===== src/mqsp_pkg.sv =====
`default_nettype none

package mqsp_pkg;

	// Block dimensions
	localparam int NUM_QUEUES  = 8;
	localparam int QUEUE_DEPTH = 16;
	localparam int KEY_BITS    = 16;

	// Key width actually stored: the age field is 16 bits wide
	localparam int KEY_W = (KEY_BITS < 16) ? KEY_BITS : 16;
	localparam int TAG_W = 16;

	// Derived widths
	localparam int QW = (NUM_QUEUES > 1) ? $clog2(NUM_QUEUES) : 1;
	localparam int DW = $clog2(QUEUE_DEPTH);
	localparam int CW = $clog2(QUEUE_DEPTH + 1);
	localparam int AW = $clog2(NUM_QUEUES * QUEUE_DEPTH);

	// Command queue between front and back
	localparam int FQ_DEPTH = 2;
	localparam int FPW      = (FQ_DEPTH > 1) ? $clog2(FQ_DEPTH) : 1;
	localparam int FCW      = $clog2(FQ_DEPTH + 1);

	// Operation codes
	localparam logic FUNC_INSERT = 1'b0;
	localparam logic FUNC_POP    = 1'b1;

	// Result status codes
	localparam logic [1:0] ST_OK    = 2'd0;
	localparam logic [1:0] ST_EMPTY = 2'd1;
	localparam logic [1:0] ST_BADQ  = 2'd2;
	localparam logic [1:0] ST_FULL  = 2'd3;

	// Classified command handed from front to back
	typedef struct packed {
		logic             func;
		logic             bad;
		logic [QW-1:0]    q;
		logic [KEY_W-1:0] age;
		logic [TAG_W-1:0] tag;
	} item_t;

	// One stored entry
	typedef struct packed {
		logic [KEY_W-1:0] age;
		logic [TAG_W-1:0] tag;
	} cell_t;

endpackage

`default_nettype wire


===== src/mqsp_front.sv =====
`default_nettype none

module mqsp_front (
	input  wire logic                 clk,
	input  wire logic                 arst_n,
	input  wire logic                 start,
	output logic                      busy,
	input  wire logic                 func,
	input  wire logic [7:0]           queue_number,
	input  wire logic [15:0]          entry_age,
	input  wire logic [15:0]          entry_tag,
	output logic                      item_valid,
	output mqsp_pkg::item_t           item,
	input  wire logic                 item_take
);

	mqsp_pkg::item_t                fq_q [mqsp_pkg::FQ_DEPTH];
	logic [mqsp_pkg::FPW-1:0]       wptr_q;
	logic [mqsp_pkg::FPW-1:0]       rptr_q;
	logic [mqsp_pkg::FCW-1:0]       cnt_q;
	mqsp_pkg::item_t                cls;
	logic                           push;
	logic                           pop;

	// Classify the incoming command
	always_comb begin
		cls.func = func;
		cls.bad  = (queue_number < 8'd1) ||
			(queue_number > 8'(mqsp_pkg::NUM_QUEUES));
		cls.q    = mqsp_pkg::QW'(queue_number - 8'd1);
		cls.age  = entry_age[mqsp_pkg::KEY_W-1:0];
		cls.tag  = entry_tag;
	end

	assign busy       = (cnt_q == mqsp_pkg::FCW'(mqsp_pkg::FQ_DEPTH));
	assign push       = start && !busy;
	assign pop        = item_take && item_valid;
	assign item_valid = (cnt_q != '0);
	assign item       = fq_q[rptr_q];

	// Queue storage
	always_ff @(posedge clk) begin
		if (push) begin
			fq_q[wptr_q] <= cls;
		end
	end

	// Queue pointers
	always_ff @(posedge clk or negedge arst_n) begin
		if (!arst_n) begin
			wptr_q <= '0;
			rptr_q <= '0;
			cnt_q  <= '0;
		end else begin
			if (push) begin
				wptr_q <= (wptr_q == mqsp_pkg::FPW'(mqsp_pkg::FQ_DEPTH - 1)) ?
					'0 : wptr_q + 1'b1;
			end
			if (pop) begin
				rptr_q <= (rptr_q == mqsp_pkg::FPW'(mqsp_pkg::FQ_DEPTH - 1)) ?
					'0 : rptr_q + 1'b1;
			end
			if (push && !pop) begin
				cnt_q <= cnt_q + 1'b1;
			end else if (pop && !push) begin
				cnt_q <= cnt_q - 1'b1;
			end
		end
	end

endmodule

`default_nettype wire


===== config.mk =====
export PLATFORM = sky130hd
export DESIGN_NAME = mqsp_front
export DESIGN_NICKNAME = d
export VERILOG_FILES = /design/src/mqsp_pkg.sv /design/src/mqsp_front.sv
export SDC_FILE = /design/constraint.sdc
export NUM_CORES = 1
export LEC_CHECK = 0
export BUFFER_PORTS_ARGS = -buffer_cell sky130_fd_sc_hd__buf_4
export CAP_MARGIN = 20
export CORE_AREA = 2 2 139 73
export CTS_BUF_LIST = sky130_fd_sc_hd__clkbuf_4
export DETAILED_ROUTE_END_ITERATION = 7
export DIE_AREA = 0 0 141 75
export GPL_ROUTABILITY_DRIVEN = 0
export GPL_TIMING_DRIVEN = 1
export RECOVER_POWER = 50
export SLEW_MARGIN = 20
export SYNTH_ARGS = -nofsm -noshare
export SYNTH_HDL_FRONTEND = slang
export SYNTH_SLANG_ARGS = --single-unit

===== constraint.sdc =====
create_clock -name clk -period 8.6 [get_ports clk]
set_clock_uncertainty 0.2 [all_clocks]
set_input_delay 0.43 -clock clk [delete_from_list [all_inputs] [get_ports clk]]
set_output_delay 0.43 -clock clk [all_outputs]
set_load 0.02 [all_outputs]

==> reports/results.ini, run 1 <==
[clock_network]
cts_buffers=9
cts_root_buf=clkbuf_4
worstSkewPairLatency_ps=410
clkTransAtPathRegs_ps=100
cts.sinks=78
clock_path_buffers=2
post_cts_resized=0
h-tree-depth=3
cts_tree=done

[synth]
synth_area_leaders=edfxtp_1 (74%), mux2_4 (10%), mux2_2 (6.4%)
synth_cell_types=18
synth_adder_area_share_pct=0.831
yosysMostFrequentCell=edfxtp_1
synth_xor_area_share_pct=2.04
syn_area_sq_um=3010
async_reset_ff_share_pct=5.13
yosys.area.top_type=edfxtp_1
synth_top_area_share_pct=73.8
ys_seq_area_share_pct=77.1
synth_common_cells=edfxtp_1 (74), mux2_4 (20), mux2_2 (17)
syn_inst=143
synthesis.nets=190
synth_flop_cell=edfxtp_1
yosys_warnings=0
synthSimpleGateAreaFrac_pct=1.75
synth_top_family_by_area=multiplexers
synth-compound-area-share_pct=0
muxShareOfSynthArea_pct=16.3
ys_seq_elements=78
syn_avg_cell_area_sq_um=21.1
synth_edf_count=74

[worst_setup_path]
crit_start=rptr_q
max_stage_delay_ps=1710
cp.depth=2
start_kind=register
path_class=reg2out
crit_path_end=item[7]
critPathMaxFanout=38
arrival_ps=2750
rrSetupSlack_ps=5310
cp_cell_sequence=mux2_2 -> buf_4
path_delay_family=flip-flops
cp_data_required_time_ps=7970
worstRegToRegCells=4
crit_slowest_cell=dfrtp_1
r2r_end=fq_q[0][33]
crit_path_end_kind=output pin
r2r_start=cnt_q[0]
cp_num_buf_inv=1

[cells_and_area]
nets=315
seqCellArea_sq_um=2320
postLayoutCoreUtil_pct=45.0
fin_area_sq_um=4180
area_growth_pct=38.9
n_antenna_cell=0
multiInputGateArea_sq_um=632
drive_above_1_share_pct=46.5
nFillCells=829

[power_and_ir_drop]
p_comb_share_pct=37.9
power_density_nw_per_um2=309
p_total_uw=1290
vdd_ir_drop_max_mv=0.148
internal_power_uw=873
p_sw_uw=420
pwr-share-clk_pct=16.5
p_sw_share_pct=32.5
power_frac_seq_pct=45.6
p_leak_uw=0.00162

[outcome]
status=finished with violations
violations=max-capacitance violations, max-slew violations

[timing]
report.final.slew_viol_count=65
setup_viol=0
period_needed_ps=3380
clock.fmax_mhz=296
max_slew_margin_pct=-33.7
hold_viol=0
period_share_pct=39.3
worst_pin_slew_ps=2010
timing.setup.tns_ps=0
rsz0062_at_grt=no

[drt]
first_iter_violations=100
wl_per_cell_um=14.4
drtAntennaViolNets=0
routed-via-count=1668
first_pass_iters=4
via_per_inst=4.23
wl_mm=5.69
route.detailed.drc=0

[global_routing]
grt_pass1_wl_mm=8.56
grt_max_degree=39
grt-ovfl-total=0
grt_usage_pct=11.0
grt_pass1_vias=1806
antenna_found_initial=0

[die]
design.die.area_sq_um=10600
core_sq_um=9290
die_width_um=141
boundaryPins=84
start_util_pct=32.4
die_h_um=75
row_count=25

[job]
cap_viol_max_count=2

[worst_hold_path]
hold_depth=3
hp-class=in2reg

[placed_design]
dpl_cell_area_sq_um=3760
port-buffer-count=83
hpwlAfterDp_mm=3.62

==> worst min-delay path: cells and delay by family <==
kind | cells | cell delay (ps)
simple gates | 1 | 70
xor+xnor | 1 | 60
buf+inv | 1 | 110
==> cell families (layout without fill, tap and decap cells) <==
kind of cell | after synthesis | count (layout)
xor gates and xnor gates | 7 | 7
adders and majority gates | 2 | 2
buffers and inverters | 9 | 139
DFF | 78 | 78
muxes | 37 | 37
and+or+nand+nor | 10 | 10
==> per-stage QoR <==
stage | hold WS [ps] | setup WS, ps | cells
finish | 90.2 | 5220 | 394
global route | 69.5 | 5050 | 394
CTS | 56.0 | 5800 | 393
detailed placement | 30.6 | 6270 | 343
global placement | 29.1 | 6300 | 343
floorplan | -65.6 | 5780 | 143
==> power by group through the flow <==
stage | Clock, uW | Combinational (uW) | Sequential [uW]
global placement | 0 | 476 | 595
detailed placement | 0 | 480 | 603
finish | 213 | 490 | 590
CTS | 221 | 495 | 594
global route | 234 | 521 | 601
floorplan | 0 | 349 | 550
==> placed cells by master (no fill, tap or decap), drive strengths merged <==
master / count
clkinvlp: 1
or2: 1
buf: 48
xnor2: 4
and3: 1
nor2: 2
clkbuf: 47
nand2: 3
inv: 5
dfrtp: 4
xor2: 3
nand2b: 1
nor2b: 1
dlygate4sd3: 34
ha: 2
bufinv: 1
mux2: 37
clkinv: 3
edfxtp: 74
nor4: 1
==> metal layers <==
metal | global-route usage [%] | vias to the layer above | share of wire, %
li1 | - | 796 | -
met1 | 11.7 | 828 | 39
met2 | 20.2 | 32 | 55
met3 | 3.37 | 12 | 3.3
met4 | 6.78 | 0 | 2.2
met5 | 0 | - | 0
==> final cells by class <==
class,instances,share of cell area (%)
clock buffers,11,1.97
clock inverters,5,1.26
inverters,5,0.449
multi-input cells,56,15.1
flip-flops and latches,78,55.5
well taps,121,3.62
repair buffers,118,22.1
==> worst min-delay path by stage <==
stage	startpoint	to	slack [ps]
after floorplan	arst_n	cnt_q[0]	-70
after detailed placement	arst_n	cnt_q[0]	30
after CTS	item_take	rptr_q	60
after global routing	item_take	rptr_q	70
after global placement	arst_n	cnt_q[1]	30
final	item_take	rptr_q	90
==> registers in the layout, summed over array words and instances, names as in the netlist <==
register,count
cnt_q,2
fq_q,74
rptr_q,1
wptr_q,1
==> what timing repair did <==
| item | CTS | global route |
|---|---|---|
| buffers inserted | 0 | 0 |
| endpoints found under the hold margin | 70 | 0 |
| hold buffers | 34 | 0 |
Power figures use the tool's default switching activity.
==> run 2, diff against run 1 <==
==> constraint.sdc (replaced) <==
create_clock -name clk -period 3 [get_ports clk]
set_clock_uncertainty 0.2 [all_clocks]
set_input_delay 0.15 -clock clk [delete_from_list [all_inputs] [get_ports clk]]
set_output_delay 0.15 -clock clk [all_outputs]
set_load 0.02 [all_outputs]
==> reports/results.ini, run 2 (synthesis gave the netlist of run 1 again) <==
[timing]
setup_ws_ps=611  ; was 5220 ps
max_slew_margin_pct=33.1  ; was -33.7%
period_needed_ps=2390
hold_viol=0  ; unchanged
timing.setup.tns_ps=0  ; unchanged
rsz0062_at_grt=no  ; unchanged
setup_viol=0  ; unchanged
period_share_pct=79.6
report.final.slew_viol_count=0  ; was 65
clock.fmax_mhz=419
worst_pin_slew_ps=1000  ; was 2010 ps

[die]
design.die.area_sq_um=10600  ; unchanged
boundaryPins=84  ; unchanged
die_h_um=75  ; unchanged
row_count=25  ; unchanged
core_sq_um=9290  ; unchanged
die_width_um=141  ; unchanged
start_util_pct=32.4  ; unchanged

[job]
cap_viol_max_count=0  ; was 2

[clock_network]
cts.sinks=78  ; unchanged
cts_buffers=9  ; unchanged
h-tree-depth=3  ; unchanged
worstSkewPairLatency_ps=420  ; was 410 ps
cts_root_buf=clkbuf_4  ; unchanged
cts_tree=done  ; unchanged
clock_path_buffers=2  ; unchanged
clkTransAtPathRegs_ps=120  ; was 100 ps
post-cts-setup-buffers=0  ; unchanged

[outcome]
status=completed  ; was finished with violations

[global_routing]
grt_pass1_vias=1791  ; was 1806
grt_pass1_wl_mm=8.38  ; was 8.56 mm
grt_max_degree=38  ; was 39
grt-ovfl-total=0  ; unchanged
antenna_found_initial=0  ; unchanged
grt_usage_pct=10.8  ; was 11.0%

[cells_and_area]
fin_area_sq_um=4350  ; was 4180 sq um
nets=326  ; was 315
reg_top3=fq_q x74, cnt_q x2  ; unchanged
top_register=fq_q  ; unchanged
largest_reg_flops=74  ; unchanged
n_antenna_cell=0  ; unchanged
final_common_cell=edfxtp_1  ; unchanged
final_cell_mix=edfxtp_1 (74), buf_4 (48), dlygate4sd3_1 (43), clkbuf_4 (40), mux2_4 (20)  ; was edfxtp_1 (74), buf_4 (48), clkbuf_4 (34), dlygate4sd3_1 (34), mux2_4 (20)
drive_above_1_share_pct=48.6  ; was 46.5%
area_growth_pct=44.5  ; was 38.9%

[power_and_ir_drop]
p_leak_uw=0.00170  ; was 0.00162 uW
power_density_nw_per_um2=869  ; was 309 nW/um^2
vdd_ir_drop_max_mv=0.390  ; was 0.148 mV

[drt]
route.detailed.drc=0  ; unchanged
drtAntennaViolNets=0  ; unchanged
first_pass_iters=2  ; was 4
first_iter_violations=96  ; was 100
wl_per_cell_um=13.5  ; was 14.4 um
routed-via-count=1680  ; was 1668
wl_mm=5.48  ; was 5.69 mm
via_per_inst=4.15  ; was 4.23

[worst_setup_path]
r2r_start=cnt_q[0]  ; unchanged
crit_path_end=item[19]  ; was item[7]
crit_start=rptr_q  ; unchanged
rrSetupSlack_ps=850  ; was 5310 ps
worstRegToRegCells=4  ; unchanged
path_class=reg2out  ; unchanged
crit_path_end_kind=output pin  ; unchanged
r2r_end=fq_q[0][24]  ; was fq_q[0][33]
critPathMaxFanout=25  ; was 38
cp_data_required_time_ps=2650  ; was 7970 ps
arrival_ps=2040  ; was 2750 ps
start_kind=register  ; unchanged

[placed_design]
port-buffer-count=83  ; unchanged
hpwlAfterDp_mm=3.62  ; about the same
dpl_cell_area_sq_um=3780  ; was 3760 sq um
pre_cts_ws_ps=1030  ; was 6270 ps

[worst_hold_path]
hp-class=in2reg  ; unchanged

## run 2: cell types whose count changed in the layout (fill, tap and decap cells not counted), sizes merged
| cell | previous run | this run |
|---|---|---|
| bufinv | 1 | 2 |
| clkinv | 3 | 4 |
| dlygate4sd3 | 34 | 43 |
## run 2: cell type report
| type | count | area [sq um] |
|---|---|---|
| Clock buffer | 9 | 67.6 |
| Clock inverter | 7 | 98.8 |
| Fill cell | 785 | 4940 |
| Inverter | 5 | 18.8 |
| Multi-Input combinational cell | 56 | 639 |
| Sequential cell | 78 | 2320 |
| Tap cell | 121 | 151 |
| Timing Repair Buffer | 129 | 1050 |
## run 2: worst min path at each step
| stage | to | startpoint | cells past startpoint | slack (ps) |
|---|---|---|---|---|
| global placement | cnt_q[0] | arst_n | 1 | -250 |
| CTS | fq_q[0][26] | entry_age[10] | 2 | 210 |
| detailed placement | cnt_q[1] | arst_n | 1 | -250 |
| floorplan | cnt_q[0] | arst_n | 0 | -350 |
| finish | fq_q[0][29] | entry_age[13] | 2 | 260 |
| global route | fq_q[0][26] | entry_age[10] | 2 | 240 |
## run 2: critical path: stages (launching register included)
cell,delay [ps]
dfrtp_2,800
buf_4,310
mux2_2,350
buf_4,160
## run 2: report_power, final
part	internal [uW]	leakage, uW	switching (uW)
registers	1500	0.000730	142
clock network	340	0.0000861	357
logic	724	0.000887	724
total	2560	0.00170	1220
## run 2: timing repair
item / in CTS / in global routing
resized for setup: 0 / 0
endpoints found under the hold margin: 81 / 0
hold buffers: 43 / 0
endpoints found under the setup margin: 0 / 0
## run 2: routing by layer
metal	global-route usage (%)	part of all wire, %
met1	11.4	40
met2	20.2	55
met3	3.63	3.2
met4	5.33	1.9
met5	0	0
## run 2: stage by stage
stage / hold WS (ps) / total power (uW) / util (%) / cells
floorplan: -346 / 2580 / - / 143
global placement: -250 / 3080 / 40.7 / 346
detailed placement: -249 / 3110 / 40.7 / 346
CTS: 214 / 3850 / 47.1 / 405
global route: 239 / 3970 / 46.8 / 405
finish: 265 / 3780 / 46.8 / 405
